## src/rtl/acp_pkg.sv

```systemverilog
`default_nettype none
// ---------------------------------------------------------------------------
// acp_pkg : shared types and constants for the autocorrelation periodicity block
// Frame size, word widths, payload structs, controller/datapath command and
// status structs.
// ---------------------------------------------------------------------------
package acp_pkg;

    localparam int FRAME_MAX   = 4096;
    localparam int ADDR_BITS   = $clog2(FRAME_MAX);
    localparam int CNT_BITS    = ADDR_BITS + 1;
    localparam int SAMPLE_BITS = 16;
    localparam int ACC_BITS    = 48;
    localparam int SUM_BITS    = 60;
    localparam int RATE_BITS   = 18;
    localparam int LAG_BITS    = 12;
    localparam logic [RATE_BITS-1:0] RATE_RESET = 18'd48000;

    typedef struct packed {
        logic signed [SAMPLE_BITS-1:0] sample;
        logic                          last;
    } in_item_t;

    typedef struct packed {
        logic signed [15:0]        peak_ratio;
        logic [15:0]               periodicity;
        logic [LAG_BITS-1:0]       peak_lag;
        logic                      range_empty;
        logic                      frame_overflow;
    } out_item_t;

    // controller -> datapath
    typedef struct packed {
        logic store_wr;      // write incoming sample
        logic lag_load;      // start lag sweep at lag zero
        logic lag_start;     // begin a new lag: clear accumulator, t=0
        logic mac_step;      // issue one product read
        logic lag_finish;    // fold accumulator into statistics
        logic lag_advance;   // step to next lag
        logic div_hr_start;  // start harmonic ratio division
        logic div_pe_start;  // start periodicity division
        logic mul_start;     // start n-products
        logic frame_clear;   // clear count and overflow flag
    } dp_cmd_t;

    // datapath -> controller
    typedef struct packed {
        logic range_empty;
        logic mac_last;      // current read is the last product of this lag
        logic pipe_empty;    // no product still in flight
        logic lag_last;      // current lag is the maximum lag
        logic div_done;
        logic mul_done;
    } dp_stat_t;

endpackage : acp_pkg
`default_nettype wire

```

## src/rtl/acp_ctrl.sv

```systemverilog
`default_nettype none
// ---------------------------------------------------------------------------
// acp_ctrl : sequencer for load, lag sweep, products, division and result
// ---------------------------------------------------------------------------
module acp_ctrl (
    input  wire logic              clk,
    input  wire logic              rst_n,
    input  wire logic              start,
    input  wire logic              last,
    input  wire acp_pkg::dp_stat_t stat,
    output acp_pkg::dp_cmd_t       cmd,
    output logic                   busy,
    output logic                   done
);
    import acp_pkg::*;

    localparam logic [3:0] S_IDLE  = 4'd0;
    localparam logic [3:0] S_LAGST = 4'd1;
    localparam logic [3:0] S_MAC   = 4'd2;
    localparam logic [3:0] S_DRAIN = 4'd3;
    localparam logic [3:0] S_FOLD  = 4'd4;
    localparam logic [3:0] S_MUL   = 4'd5;
    localparam logic [3:0] S_DHR   = 4'd6;
    localparam logic [3:0] S_DPE   = 4'd7;
    localparam logic [3:0] S_DONE  = 4'd8;
    localparam logic [3:0] S_PREP  = 4'd9;
    localparam logic [3:0] S_WAIT  = 4'd10;

    logic [3:0] state_reg, state_next;

    always_ff @(posedge clk or negedge rst_n)
    begin
        if (!rst_n)
        begin
            state_reg <= S_IDLE;
        end
        else
        begin
            state_reg <= state_next;
        end
    end

    always_comb
    begin
        cmd        = '0;
        state_next = state_reg;
        done       = 1'b0;
        busy       = (state_reg != S_IDLE);
        unique case (state_reg)
            S_IDLE:
            begin
                if (start)
                begin
                    cmd.store_wr = 1'b1;
                    if (last)
                    begin
                        state_next = S_PREP;
                    end
                end
            end
            S_PREP:
            begin
                // count now final; range known
                if (stat.range_empty)
                begin
                    state_next = S_DONE;
                end
                else
                begin
                    cmd.lag_load = 1'b1;
                    state_next   = S_LAGST;
                end
            end
            S_LAGST:
            begin
                cmd.lag_start = 1'b1;
                state_next    = S_MAC;
            end
            S_MAC:
            begin
                cmd.mac_step = 1'b1;
                if (stat.mac_last)
                begin
                    state_next = S_DRAIN;
                end
            end
            S_DRAIN:
            begin
                if (stat.pipe_empty)
                begin
                    cmd.lag_finish = 1'b1;
                    state_next     = S_FOLD;
                end
            end
            S_FOLD:
            begin
                if (stat.lag_last)
                begin
                    cmd.mul_start = 1'b1;
                    state_next    = S_MUL;
                end
                else
                begin
                    cmd.lag_advance = 1'b1;
                    state_next      = S_LAGST;
                end
            end
            S_MUL:
            begin
                if (stat.mul_done)
                begin
                    cmd.div_hr_start = 1'b1;
                    state_next       = S_DHR;
                end
            end
            S_DHR:
            begin
                if (stat.div_done)
                begin
                    state_next = S_DPE;
                end
            end
            S_DPE:
            begin
                cmd.div_pe_start = 1'b1;
                state_next       = S_WAIT;
            end
            S_WAIT:
            begin
                // second quotient lands in its register as this state ends on div_done
                if (stat.div_done)
                begin
                    state_next = S_DONE;
                end
            end
            S_DONE:
            begin
                done            = 1'b1;
                cmd.frame_clear = 1'b1;
                state_next      = S_IDLE;
            end
            default:
            begin
                state_next = S_IDLE;
            end
        endcase
    end

`ifndef SYNTHESIS
    a_done_clears: assert property (@(posedge clk) disable iff (!rst_n)
        done |-> cmd.frame_clear)
        else $error("result without frame clear");
    a_idle_after_done: assert property (@(posedge clk) disable iff (!rst_n)
        done |=> state_reg == S_IDLE)
        else $error("not idle after result");
    a_write_only_idle: assert property (@(posedge clk) disable iff (!rst_n)
        cmd.store_wr |-> state_reg == S_IDLE)
        else $error("store write outside load");
`endif
endmodule : acp_ctrl
`default_nettype wire
```

## config.mk

```make
export PLATFORM = sky130hd
export DESIGN_NAME = acp_ctrl
export DESIGN_NICKNAME = d
export VERILOG_FILES = /design/src/rtl/acp_pkg.sv /design/src/rtl/acp_ctrl.sv
export SDC_FILE = /design/constraint.sdc
export NUM_CORES = 1
export LEC_CHECK = 0
export ABC_AREA = 1
export ABC_CLOCK_PERIOD_IN_PS = 1800
export BUFFER_PORTS_ARGS = -buffer_cell sky130_fd_sc_hd__buf_2
export CORE_AREA = 2 2 39 41
export CTS_CLUSTER_DIAMETER = 60
export DETAILED_ROUTE_END_ITERATION = 7
export DIE_AREA = 0 0 41 43
export MAX_ROUTING_LAYER = met4
export PLACE_DENSITY = 0.64
export SLEW_MARGIN = 20
export SYNTH_ARGS = -nofsm -noshare
export SYNTH_HDL_FRONTEND = slang
export SYNTH_SLANG_ARGS = --single-unit
```

## constraint.sdc

```tcl
create_clock -name clk -period 1.8 [get_ports clk]
set_clock_uncertainty 0.1 [all_clocks]
set_input_delay 0.18 -clock clk [delete_from_list [all_inputs] [get_ports clk]]
set_output_delay 0.18 -clock clk [all_outputs]
set_load 0.02 [all_outputs]
```

# --- Word-level counts from Yosys, hierarchy flattened ---
# Cells that the tools add are included.
totals:
  register_bits: 4
  input_bits: 10
  output_inout_bits: 12
  wordCells: 47
classes:
  n_eq_ne: 17
  muxes: 26
  reduce_logical: 3
op_table:
  columns: ["cell", "n"]
  rows:
  - ["$pmux W4 S10", 1]
  - ["$mux W4", 8]
  - ["$eq A4 B3 Y1 const B", 4]
  - ["$mux W1", 16]
  - ["$ne A2 B2 Y1 const B", 7]
  - ["$eq A4 B4 Y1 const B", 3]
  - ["$eq A4 B2 Y1 const B", 2]
  - ["$reduce_and A7 Y1", 1]
  - ["$eq A4 B1 Y1 const B", 1]
  - ["$logic_not A4 Y1", 1]
  - ["$reduce_bool A4 Y1", 1]
  - ["$mux W3", 1]

# --- Longest topological paths before layout ---
# Gate-level depths: netlist of run 1.
depth:
  depth_word: 3
  ltp_mapped: 8
  mapped_depth_nobuf: 8

# --- Worst setup path after synthesis of run 1 ---
# Ideal clock, no wire load.
synth_path:
  kind: "reg2out"
  start: "register state_reg[0]"
  end: "output cmd[0] (netlist bit)"
  arrival_ns: 1.263
  required_ns: 1.520
  setup_slack_ns: 0.257
  stages_incl_launch_ff: 5
  cell_sequence: "dfrtp_1 > nor2_1 > inv_1 > nor2_1 > buf_4"
synth_between:
  elab_chain_len: 2
synth_lines:
  columns: ["element", "line_no", "rtl"]
  rows:
  - ["start, declared", "acp_ctrl.sv:29", "logic [3:0] state_reg, state_next;"]
  - ["start signal, assigned", "acp_ctrl.sv:39", "state_reg <= state_next;"]
  - ["$eq A4 B4 Y1", null, null]
  - ["$mux W1", null, null]
  - ["end, declared", "acp_ctrl.sv:11", "output acp_pkg::dp_cmd_t cmd,"]
# No other way between the ends.

==> load_flow_metrics.sql, run 1 <==
INSERT INTO impl_metrics (metric_group, metric, value, unit) VALUES
('cts', 'clk_latency', '230', 'ps'),
('pwr', 'ir_drop', '0.654', 'mV'),
('detailed_routing', 'detailedRoute.firstPassIterationCount', '4', ''),
('outcome', 'outcome', 'finished, final reports clean', ''),
('critical_path', 'required', '1520', 'ps'),
('synth', 'synth-seq-area-share', '0.241', ''),
('placement', 'port_buffers', '21', ''),
('critical_path', 'critical_path_peak_fanout', '6', ''),
('sta', 'max_slew.worst_pin.slew', '301', 'ps'),
('sta', 'finalHoldViolCount', '0', ''),
('floorplan', 'design.die.area', '1760', 'um^2'),
('pwr', 'total_leakage_power', '0.369', 'nW'),
('final_layout', 'finish.instance_area', '566', 'um^2'),
('cts', 'cts_inserted_buffers', '3', ''),
('sta', 'fmax', '595', 'MHz'),
('cts', 'clockRootBuffer', 'clkbuf_4', ''),
('grt', 'wire_length_of_the_first_global_routing_pass', '1750', 'um'),
('pwr', 'power.density_cell_area', '1570', 'nW/um^2'),
('synth', 'synth_area_per_cell', '5.54', 'um^2'),
('grt', 'vias_in_the_first_global_route', '444', ''),
('synth', 'netlist_area', '415', 'um^2'),
('sta', 'final_sum_of_negative_setup_slack', '0', 'ps'),
('synth', 'syn-num-nets', '85', ''),
('placement', 'dp.final_hpwl', '895', 'um'),
('grt', 'grt_start_max_net_pins', '8', ''),
('final_layout', 'layoutNonFillerInstCount', '115', ''),
('sta', 'relSlewSlack', '0.799', ''),
('final_layout', 'fin_util', '0.409', ''),
('floorplan', 'design.core.area', '1380', 'um^2'),
('detailed_routing', 'totalWireLength', '1070', 'um'),
('synth', 'synthCells', '75', ''),
('sta', 'finalSetupViolations', '0', ''),
('detailed_routing', 'wire_per_inst', '9.26', 'um'),
('detailed_routing', 'vias', '538', ''),
('placement', 'cell_area_placed', '533', 'um^2'),
('synth', 'synthDominantAreaCellType', 'dfrtp_1', ''),
('critical_path', 'timing.critical_path.to_type', 'output pin', ''),
('placement', 'gp_routability_congestion', '0.834', ''),
('cts', 'clock_tree_from_tritoncts', 'built', ''),
('cts', 'cts_num_sinks', '4', ''),
('synth', 'yosysUniqueCellTypes', '13', ''),
('cts', 'htree_levels', '1', ''),
('sta', 'fin_worst_hold_slack', '115', 'ps'),
('critical_path', 'worst_setup_path_start_kind', 'flip-flop', ''),
('pwr', 'power.internal', '398', 'uW'),
('cts', 'clkTransAtPathRegs', '40', 'ps'),
('sta', 'final_max_slew_viol_count', '0', ''),
('pwr', 'swShare', '0.551', ''),
('floorplan', 'start_util', '0.300', ''),
('pwr', 'power.share.clock', '0.124', ''),
('critical_path', 'cp_data_arrival_time', '1400', 'ps'),
('sta', 'final.period_utilization', '0.934', ''),
('cts', 'cts.path.max_buffers', '2', ''),
('grt', 'gr-total-overflow', '0', ''),
('final_layout', 'diodes', '0', ''),
('pwr', 'switching_power', '487', 'uW'),
('floorplan', 'floorplan.io_pins', '22', ''),
('detailed_routing', 'postRouteAntennaNets', '0', ''),
('run', 'cap_violations', '0', ''),
('pwr', 'seqPwrFrac', '0.213', ''),
('synth', 'netlist_top_cells_area', 'dfrtp_1, nand2_1, nand3_1', ''),
('hold_path', 'min_path_type', 'input pin to flip-flop', ''),
('grt', 'grt_util_all_layers', '0.143', ''),
('detailed_routing', 'remaining_drc_errors', '0', ''),
('placement', 'dp.cells', '111', ''),
('final_layout', 'areaGrowthSynthToFinish', '36.1', '%'),
('critical_path', 'path_class', 'flip-flop to output pin', ''),
('grt', 'antenna_found_initial', '0', ''),
('synth', 'yosys_register_bits', '4', ''),
('final_layout', 'total_number_of_nets_in_the_final_design', '111', ''),
('final_layout', 'number_of_flip_flops_under_the_largest_register_name', '4', ''),
('sta', 'post-route-min-period', '1680', 'ps'),
('detailed_routing', 'first_iter_violations', '11', ''),
('final_layout', 'post_route_cells_drive_above_1_share', '0.293', ''),
('floorplan', 'dieHeight', '43', 'um'),
('synth', 'netlist.area_leader.share', '0.241', ''),
('pwr', 'combinationalPowerShare', '0.663', ''),
('floorplan', 'die_width', '41', 'um'),
('sta', 'grt_setup_unrepaired', 'false', ''),
('floorplan', 'num_rows', '14', ''),
('synth', 'ys.warnings.count', '0', ''),
('detailed_routing', 'routed_via_density', '4.68', '');
## per-layer routing
layer  vias up  GRT usage  wire length (um)
met5         -          -                 0
met4         0     0.0400                13
met3         2     0.0314                71
met2        20      0.216               462
met1       229      0.186               517
li1        287          -                 -
## final cells by class
type                            instances  area (um^2)
Tap cell                               16         20.0
Multi-Input combinational cell         54          248
Timing Repair Buffer                   22          115
Fill cell                             161          818
Sequential cell                         4          100
Clock buffer                            3         22.5
Inverter                               16         60.1
## final timing paths
path / from / endpoint / slack [ps] / depth (start not counted)
worst min register to register: state_reg[2] / state_reg[2] / 470 / 2
worst min-delay path: stat[1] / state_reg[3] / 110 / 4
max in group asynchronous: rst_n / state_reg[2] / 1300 / 2
min in group asynchronous: rst_n / state_reg[1] / 180 / 2
worst max-delay path: state_reg[1] / cmd[9] / 120 / 4
worst max register to register: state_reg[1] / state_reg[1] / 390 / 4
## cells in the final DEF, fill, tap and decap left out
cell / instances
clkbuf_4: 3
nand2_1: 18
o211ai_1: 2
o21ai_0: 3
buf_2: 21
nor2_2: 4
nor3_1: 2
dlygate4sd3_1: 1
a21oi_1: 2
inv_2: 1
inv_1: 15
nor2_1: 10
dfrtp_1: 4
nand3_1: 12
nand3b_1: 1
## kinds of logic after synthesis
kind of cell | after synthesis | share of synthesized area
AND/OR/NAND/NOR | 47 | 0.500
AO/OA/AOI/OAI | 7 | 0.0964
flip-flops | 4 | 0.241
buffers and inverters | 17 | 0.163
## through the flow
stage                     setup WS, ps  total power [mW]
after floorplan                    257             0.621
after global placement             383             0.766
after detailed placement           371             0.772
after CTS                          120             0.886
after global routing              34.3             0.978
final                              118             0.885
## cell usage after synthesis (all sizes together)
| master | number |
|---|---|
| nor3 | 2 |
| o21ai | 3 |
| nand3b | 1 |
| dfrtp | 4 |
| inv | 16 |
| nor2 | 14 |
| a21oi | 2 |
| o211ai | 2 |
| buf | 1 |
| nand3 | 12 |
| nand2 | 18 |
## critical path, cell delays in order, from the launching register on
cell and delay, ps:
dfrtp_1 430, nor2_1 280, nand2_1 170, nor2_1 120, buf_2 170
## power by group through the flow
stage,sequential [mW],combinational (mW),clock [mW]
after global routing,0.199,0.662,0.117
after global placement,0.189,0.577,0
after floorplan,0.177,0.445,0
final,0.189,0.587,0.110
after detailed placement,0.190,0.581,0
after CTS,0.189,0.585,0.112
## timing repair
item / 4_1_cts / 5_1_grt
resized for setup: 0 / 0
setup buffers: 0 / 0
hold endpoints to repair: 4 / 0
hold buffers: 1 / 0
(Power assumes the default switching activity.)
==> run 2: changes to the inputs <==
--- a/config.mk
+++ b/config.mk
@@ -13,7 +13,7 @@
 export DETAILED_ROUTE_END_ITERATION = 7
 export DIE_AREA = 0 0 41 43
 export MAX_ROUTING_LAYER = met4
-export PLACE_DENSITY = 0.64
+export PLACE_DENSITY_LB_ADDON = 0.08
 export SLEW_MARGIN = 20
 export SYNTH_ARGS = -nofsm -noshare
 export SYNTH_HDL_FRONTEND = slang
==> run 2 against run 1 <==
Non-clock buffer count is the same. Critical path depth is the same. Clock-buffer cell count is the same. Combinational power barely moved. Global-route usage is the same. Total power about the same. Register-to-register slack worse by 30 ps. Critical path type unchanged. Fmax decreased by 0.71%. Worst setup slack got worse by 12 ps. Sequential power barely moved.
==> load_flow_metrics.sql, run 2 (synthesis results as in run 1) <==
INSERT INTO impl_metrics (metric_group, metric, value, unit) VALUES
('pwr', 'power.internal', '398', 'uW'),
('sta', 'relSlewSlack', '0.785', ''),
('grt', 'grt_util_all_layers', '0.143', ''),
('cts', 'htree_levels', '1', ''),
('outcome', 'outcome', 'finished, final reports clean', ''),
('detailed_routing', 'vias', '544', ''),
('cts', 'clockRootBuffer', 'clkbuf_4', ''),
('grt', 'grt_start_max_net_pins', '8', ''),
('sta', 'grt_setup_unrepaired', 'false', ''),
('cts', 'number_of_buffers_inserted_by_post_cts_setup_repair', '0', ''),
('final_layout', 'total_number_of_nets_in_the_final_design', '111', ''),
('placement', 'cell_area_placed', '533', 'um^2'),
('final_layout', 'layout.filler_cells', '169', ''),
('pwr', 'swShare', '0.551', ''),
('final_layout', 'post_route_cells_drive_above_1_share', '0.293', ''),
('floorplan', 'design.die.area', '1760', 'um^2'),
('detailed_routing', 'wire_per_inst', '9.56', 'um'),
('cts', 'clkTransAtPathRegs', '40', 'ps'),
('critical_path', 'required', '1520', 'ps'),
('sta', 'final.period_utilization', '0.941', ''),
('pwr', 'switching_power', '488', 'uW'),
('detailed_routing', 'totalWireLength', '1100', 'um'),
('run', 'cap_violations', '0', ''),
('final_layout', 'layout_common_cells', 'buf_2, nand2_1, inv_1', ''),
('detailed_routing', 'detailedRoute.firstPassIterationCount', '4', ''),
('critical_path', 'worst_path_dominant_cell_family', 'simple AND/OR/NAND/NOR gates', ''),
('floorplan', 'start_util', '0.300', ''),
('sta', 'finalHoldViolCount', '0', ''),
('grt', 'antenna_found_initial', '0', ''),
('final_layout', 'fin_util', '0.409', ''),
('sta', 'post-route-min-period', '1690', 'ps'),
('critical_path', 'slowest_stage', 'dfrtp_1', ''),
('hold_path', 'min_path_type', 'input pin to flip-flop', ''),
('cts', 'cts_num_sinks', '4', ''),
('floorplan', 'num_rows', '14', ''),
('final_layout', 'number_of_flip_flops_under_the_largest_register_name', '4', ''),
('pwr', 'seqPwrFrac', '0.212', ''),
('grt', 'vias_in_the_first_global_route', '446', ''),
('critical_path', 'critical-path-top-cell-by-count', 'nor2_1', ''),
('floorplan', 'floorplan.io_pins', '22', ''),
('detailed_routing', 'routed_via_density', '4.73', ''),
('floorplan', 'design.core.area', '1380', 'um^2'),
('floorplan', 'die_width', '41', 'um'),
('final_layout', 'finish.instance_area', '566', 'um^2'),
('sta', 'finalSetupViolations', '0', ''),
('critical_path', 'timing.critical_path.to_type', 'output pin', ''),
('critical_path', 'timing.critical_path.buf_inv', '1', ''),
('sta', 'fmax', '590', 'MHz'),
('final_layout', 'most_common_library_cell_in_the_layout_ignoring_fill_and_taps', 'buf_2', ''),
('cts', 'cts_inserted_buffers', '3', ''),
('critical_path', 'path_class', 'flip-flop to output pin', ''),
('placement', 'gp_routability_congestion', '0.751', ''),
('detailed_routing', 'postRouteAntennaNets', '0', ''),
('critical_path', 'timing.critical_path.slowest_cell_delay', '430', 'ps'),
('cts', 'clk_latency', '230', 'ps'),
('sta', 'final_max_slew_viol_count', '0', ''),
('placement', 'port_buffers', '21', ''),
('placement', 'pre_cts_ws', '361', 'ps'),
('grt', 'gr-total-overflow', '0', ''),
('detailed_routing', 'first_iter_violations', '12', ''),
('sta', 'final_critical_path_setup_slack', '106', 'ps'),
('pwr', 'total_leakage_power', '0.369', 'nW'),
('cts', 'clock_tree_from_tritoncts', 'built', ''),
('critical_path', 'critical_path_peak_fanout', '6', ''),
('floorplan', 'dieHeight', '43', 'um'),
('critical_path', 'cp_cell_sequence', 'nor2_1 -> nand2_1 -> nor2_1 -> buf_2', ''),
('pwr', 'combinationalPowerShare', '0.666', ''),
('final_layout', 'diodes', '0', ''),
('pwr', 'ir_drop', '0.550', 'mV'),
('final_layout', 'areaGrowthSynthToFinish', '36.1', '%'),
('sta', 'max_slew.worst_pin.slew', '322', 'ps'),
('cts', 'cts.path.max_buffers', '2', ''),
('placement', 'dp.final_hpwl', '921', 'um'),
('sta', 'final_sum_of_negative_setup_slack', '0', 'ps'),
('pwr', 'power.density_cell_area', '1570', 'nW/um^2'),
('critical_path', 'worst_setup_path_start_kind', 'flip-flop', ''),
('detailed_routing', 'remaining_drc_errors', '0', ''),
('critical_path', 'cp_data_arrival_time', '1410', 'ps'),
('pwr', 'power.share.clock', '0.122', ''),
('grt', 'wire_length_of_the_first_global_routing_pass', '1700', 'um');
## run 2: cell counts in the layout (fill, tap and decap cells not counted)
Identical to the previous run, type by type.
## run 2: layout make-up
cell class / count / area (um^2) / area share
inverters: 16 / 60.1 / 0.106
clock buffers: 3 / 22.5 / 0.0398
multi-input cells: 54 / 248 / 0.438
repair buffers: 22 / 115 / 0.204
flip-flops and latches: 4 / 100 / 0.177
well taps: 16 / 20.0 / 0.0354
## run 2: final timing paths
check	start	end	slack (ps)	cells after the start
max	state_reg[1]	cmd[9]	110	4
min	stat[1]	state_reg[3]	150	4
max reg2reg	state_reg[1]	state_reg[1]	360	4
min reg2reg	state_reg[2]	state_reg[2]	470	2
max in group asynchronous	rst_n	state_reg[0]	1310	2
min in group asynchronous	rst_n	state_reg[3]	180	2
## run 2: per-layer routing
layer | GRT usage | up-vias | routed length, um
met5 | - | - | 0
met4 | 0.0600 | 0 | 6
met2 | 0.213 | 17 | 538
li1 | - | 285 | -
met1 | 0.190 | 240 | 507
met3 | 0.0157 | 2 | 47
## run 2: timing repair
action	in CTS	in global routing
hold endpoints to repair	4	0
hold buffers	1	0
resized for setup	0	0
## run 2: power groups by stage
stage,Combinational (mW),Clock (mW),Sequential [mW]
final,0.590,0.108,0.188
after global routing,0.659,0.113,0.198
after CTS,0.590,0.110,0.188
after detailed placement,0.586,0,0.189
after global placement,0.593,0,0.190
after floorplan,0.445,0,0.177
## run 2: stage by stage
stage	instances	power (mW)	hold slack, ps
2_1_floorplan	75	0.621	-216
3_3_place_gp	111	0.784	-113
3_5_place_dp	111	0.775	-113
4_1_cts	115	0.888	137
5_1_grt	115	0.971	156
6_report	115	0.886	146
## run 2: tightest hold or removal path, stage by stage
cell     delay (ps)
buf_2            70
inv_1            60
nand2_1          70
nand2_1          50
==> run 3: changes to the inputs <==
--- a/config.mk
+++ b/config.mk
@@ -5,7 +5,6 @@
 export SDC_FILE = /design/constraint.sdc
 export NUM_CORES = 1
 export LEC_CHECK = 0
-export ABC_AREA = 1
 export ABC_CLOCK_PERIOD_IN_PS = 1800
 export BUFFER_PORTS_ARGS = -buffer_cell sky130_fd_sc_hd__buf_2
 export CORE_AREA = 2 2 39 41
==> run 3 against run 2 <==
First-iteration DRC count fell by 67%. Largest cell class unchanged. Total power rose by 17%. Utilization rose by 4.1 points. Clock power barely moved.
==> load_flow_metrics.sql, run 3 <==
INSERT INTO impl_metrics (metric_group, metric, value, unit) VALUES
('grt', 'antenna_found_initial', '0', ''),
('synth', 'synth_edf_count', '0', ''),
('pwr', 'seqPwrFrac', '0.241', ''),
('synth', 'syn-num-nets', '68', ''),
('synth', 'synth-seq-area-share', '0.216', ''),
('synth', 'synthDominantAreaCellType', 'dfrtp_1', ''),
('sta', 'final_sum_of_negative_setup_slack', '0', 'ps'),
('sta', 'final_max_slew_viol_count', '0', ''),
('detailed_routing', 'remaining_drc_errors', '0', ''),
('sta', 'post-route-min-period', '1730', 'ps'),
('floorplan', 'dieHeight', '43', 'um'),
('sta', 'fin_worst_hold_slack', '182', 'ps'),
('floorplan', 'floorplan.io_pins', '22', ''),
('detailed_routing', 'first_iter_violations', '4', ''),
('grt', 'vias_in_the_first_global_route', '395', ''),
('final_layout', 'finish.instance_area', '622', 'um^2'),
('detailed_routing', 'detailedRoute.firstPassIterationCount', '4', ''),
('cts', 'clock_tree_from_tritoncts', 'built', ''),
('grt', 'wire_length_of_the_first_global_routing_pass', '1640', 'um'),
('pwr', 'ir_drop', '0.820', 'mV'),
('critical_path', 'timing.critical_path.to_type', 'output pin', ''),
('critical_path', 'path_class', 'flip-flop to output pin', ''),
('synth', 'synth.top_cells.by_count', 'nor2_1, nor3_1, dfrtp_1', ''),
('critical_path', 'required', '1520', 'ps'),
('grt', 'grt_util_all_layers', '0.143', ''),
('critical_path', 'critical_path.reg2reg.startpoint', 'state_reg[2]', ''),
('sta', 'final.period_utilization', '0.960', ''),
('floorplan', 'design.core.area', '1380', 'um^2'),
('cts', 'cts_num_sinks', '4', ''),
('critical_path', 'length_in_cells_of_the_worst_reg_to_reg_path', '4', ''),
('pwr', 'swShare', '0.498', ''),
('placement', 'cell_area_placed', '581', 'um^2'),
('final_layout', 'most_common_library_cell_in_the_layout_ignoring_fill_and_taps', 'buf_2', ''),
('critical_path', 'worst_setup_path_start_kind', 'flip-flop', ''),
('sta', 'finalSetupViolations', '0', ''),
('run', 'cap_violations', '0', ''),
('cts', 'clkTransAtPathRegs', '40', 'ps'),
('synth', 'yosysUniqueCellTypes', '30', ''),
('pwr', 'combinationalPowerShare', '0.652', ''),
('hold_path', 'min_path_type', 'input pin to async pin', ''),
('floorplan', 'num_rows', '14', ''),
('sta', 'max_slew.worst_pin.slew', '295', 'ps'),
('floorplan', 'die_width', '41', 'um'),
('grt', 'grt_start_max_net_pins', '17', ''),
('final_layout', 'number_of_flip_flops_under_the_largest_register_name', '4', ''),
('detailed_routing', 'routed_via_density', '5.08', ''),
('critical_path', 'flop_to_flop_setup_slack', '260', 'ps'),
('placement', 'gp_routability_congestion', '0.760', ''),
('floorplan', 'start_util', '0.335', ''),
('placement', 'dp.final_hpwl', '825', 'um'),
('final_layout', 'layoutNonFillerInstCount', '97', ''),
('synth', 'dominantRegCellSynth', 'dfrtp_1', ''),
('cts', 'number_of_buffers_inserted_by_post_cts_setup_repair', '0', ''),
('cts', 'clockRootBuffer', 'clkbuf_4', ''),
('final_layout', 'layout_common_cells', 'buf_2, nor2_1, nor3_1', ''),
('sta', 'relSlewSlack', '0.803', ''),
('pwr', 'power.share.clock', '0.107', ''),
('synth', 'synth_area_per_cell', '7.98', 'um^2'),
('outcome', 'outcome', 'finished, final reports clean', ''),
('cts', 'cts_inserted_buffers', '3', ''),
('pwr', 'switching_power', '517', 'uW'),
('final_layout', 'areaGrowthSynthToFinish', '34.3', '%'),
('cts', 'clk_latency', '230', 'ps'),
('synth', 'synthCells', '58', ''),
('sta', 'finalHoldViolCount', '0', ''),
('critical_path', 'slowest_stage', 'dfrtp_2', ''),
('cts', 'htree_levels', '1', ''),
('synth', 'ys.warnings.count', '0', ''),
('critical_path', 'timing.critical_path.slowest_cell_delay', '480', 'ps'),
('detailed_routing', 'vias', '493', ''),
('critical_path', 'cp_data_arrival_time', '1450', 'ps'),
('final_layout', 'post_route_cells_drive_above_1_share', '0.494', ''),
('pwr', 'power.internal', '520', 'uW'),
('final_layout', 'layout.filler_cells', '148', ''),
('detailed_routing', 'totalWireLength', '1100', 'um'),
('synth', 'netlist.area_leader.share', '0.216', ''),
('synth', 'netlist_top_cells_area', 'dfrtp_1, nor2_1, nor3_1', ''),
('synth', 'synthMostInstantiatedCell', 'nor2_1', ''),
('sta', 'grt_setup_unrepaired', 'false', ''),
('pwr', 'power.density_cell_area', '1670', 'nW/um^2'),
('synth', 'netlist_area', '463', 'um^2'),
('cts', 'cts.path.max_buffers', '2', ''),
('placement', 'dp.cells', '93', ''),
('sta', 'fmax', '579', 'MHz'),
('pwr', 'total_leakage_power', '0.315', 'nW'),
('placement', 'port_buffers', '21', ''),
('critical_path', 'regToRegEndpoint', 'state_reg[2]', ''),
('critical_path', 'cp_cell_sequence', 'buf_4 -> nand2b_1 -> nor3_2 -> buf_2', ''),
('grt', 'gr-total-overflow', '0', ''),
('synth', 'synth_async_sr_flop_share', '1.00', ''),
('final_layout', 'total_number_of_nets_in_the_final_design', '93', ''),
('critical_path', 'critical_path_peak_fanout', '11', ''),
('floorplan', 'design.die.area', '1760', 'um^2'),
('final_layout', 'diodes', '0', ''),
('synth', 'yosys_register_bits', '4', ''),
('detailed_routing', 'wire_per_inst', '11.4', 'um'),
('detailed_routing', 'postRouteAntennaNets', '0', '');
==> run 3: cell types whose count changed after synthesis, sizes merged, moves of 4 or more <==
cell    delta
and3       +4
nand3     -11
buf        +4
inv       -13
nand2     -15
nand2b     +4
nor2       -7
==> run 3: worst max-delay path by stage <==
stage                            start           end  slack, ps  cells past startpoint
after floorplan           state_reg[3]        cmd[0]         70                      4
after global placement    state_reg[2]  state_reg[2]        170                      4
after detailed placement  state_reg[2]  state_reg[2]        150                      4
after CTS                 state_reg[1]        cmd[8]         10                      4
after global routing      state_reg[0]        cmd[4]         10                      5
final                     state_reg[1]        cmd[8]         70                      4
==> run 3: power groups by stage <==
stage	logic [mW]	clock network (mW)	registers (mW)
after floorplan	0.578	0	0.193
after global placement	0.676	0	0.243
after detailed placement	0.674	0	0.244
after CTS	0.678	0.114	0.247
after global routing	0.742	0.123	0.258
final	0.675	0.111	0.250
==> run 3: metrics by stage <==
stage	total power, mW	util	worst slack, ps
2_1_floorplan	0.770	-	71.5
4_1_cts	1.04	0.445	14.0
3_3_place_gp	0.919	0.420	171
3_5_place_dp	0.918	0.420	148
5_1_grt	1.12	0.449	11.9
6_report	1.04	0.449	72.7
==> run 3: logic make-up (layout without fill, tap and decap cells) <==
family | after synthesis | in the layout | synth area share
buffers and inverters | 8 | 31 | 0.108
and+or+nand+nor | 32 | 32 | 0.416
muxes | 2 | 2 | 0.0459
DFF | 4 | 4 | 0.216
xor gates and xnor gates | 2 | 2 | 0.0378
AOI/OAI and AO/OA | 10 | 10 | 0.176
==> run 3: critical path, delay by kind of cell (launching register included) <==
kind / cells / cell delay (ps)
flip-flops: 1 / 480
buffers and inverters: 2 / 380
AND/OR/NAND/NOR: 2 / 350
==> run 3: what timing repair did <==
item                                    in CTS  in global routing
endpoints found under the setup margin       4                  2
gates resized for setup                      2                  2
hold buffers                                 1                  0
hold endpoints to repair                     4                  0
==> run 3: layout make-up <==
| type | count | area [um^2] | share of cell area |
|---|---|---|---|
| clock buffers | 3 | 22.5 | 0.0362 |
| inverters | 3 | 11.3 | 0.0181 |
| flip-flops and latches | 4 | 104 | 0.167 |
| repair buffers | 25 | 138 | 0.221 |
| multi-input cells | 46 | 327 | 0.525 |
| well taps | 16 | 20.0 | 0.0322 |
==> run 3: per-layer routing <==
layer | GRT usage | wire, um | vias up
met5 | - | 0 | -
met4 | 0.0800 | 14 | 0
met3 | 0.0471 | 53 | 2
met2 | 0.209 | 548 | 13
met1 | 0.165 | 485 | 229
li1 | - | - | 249
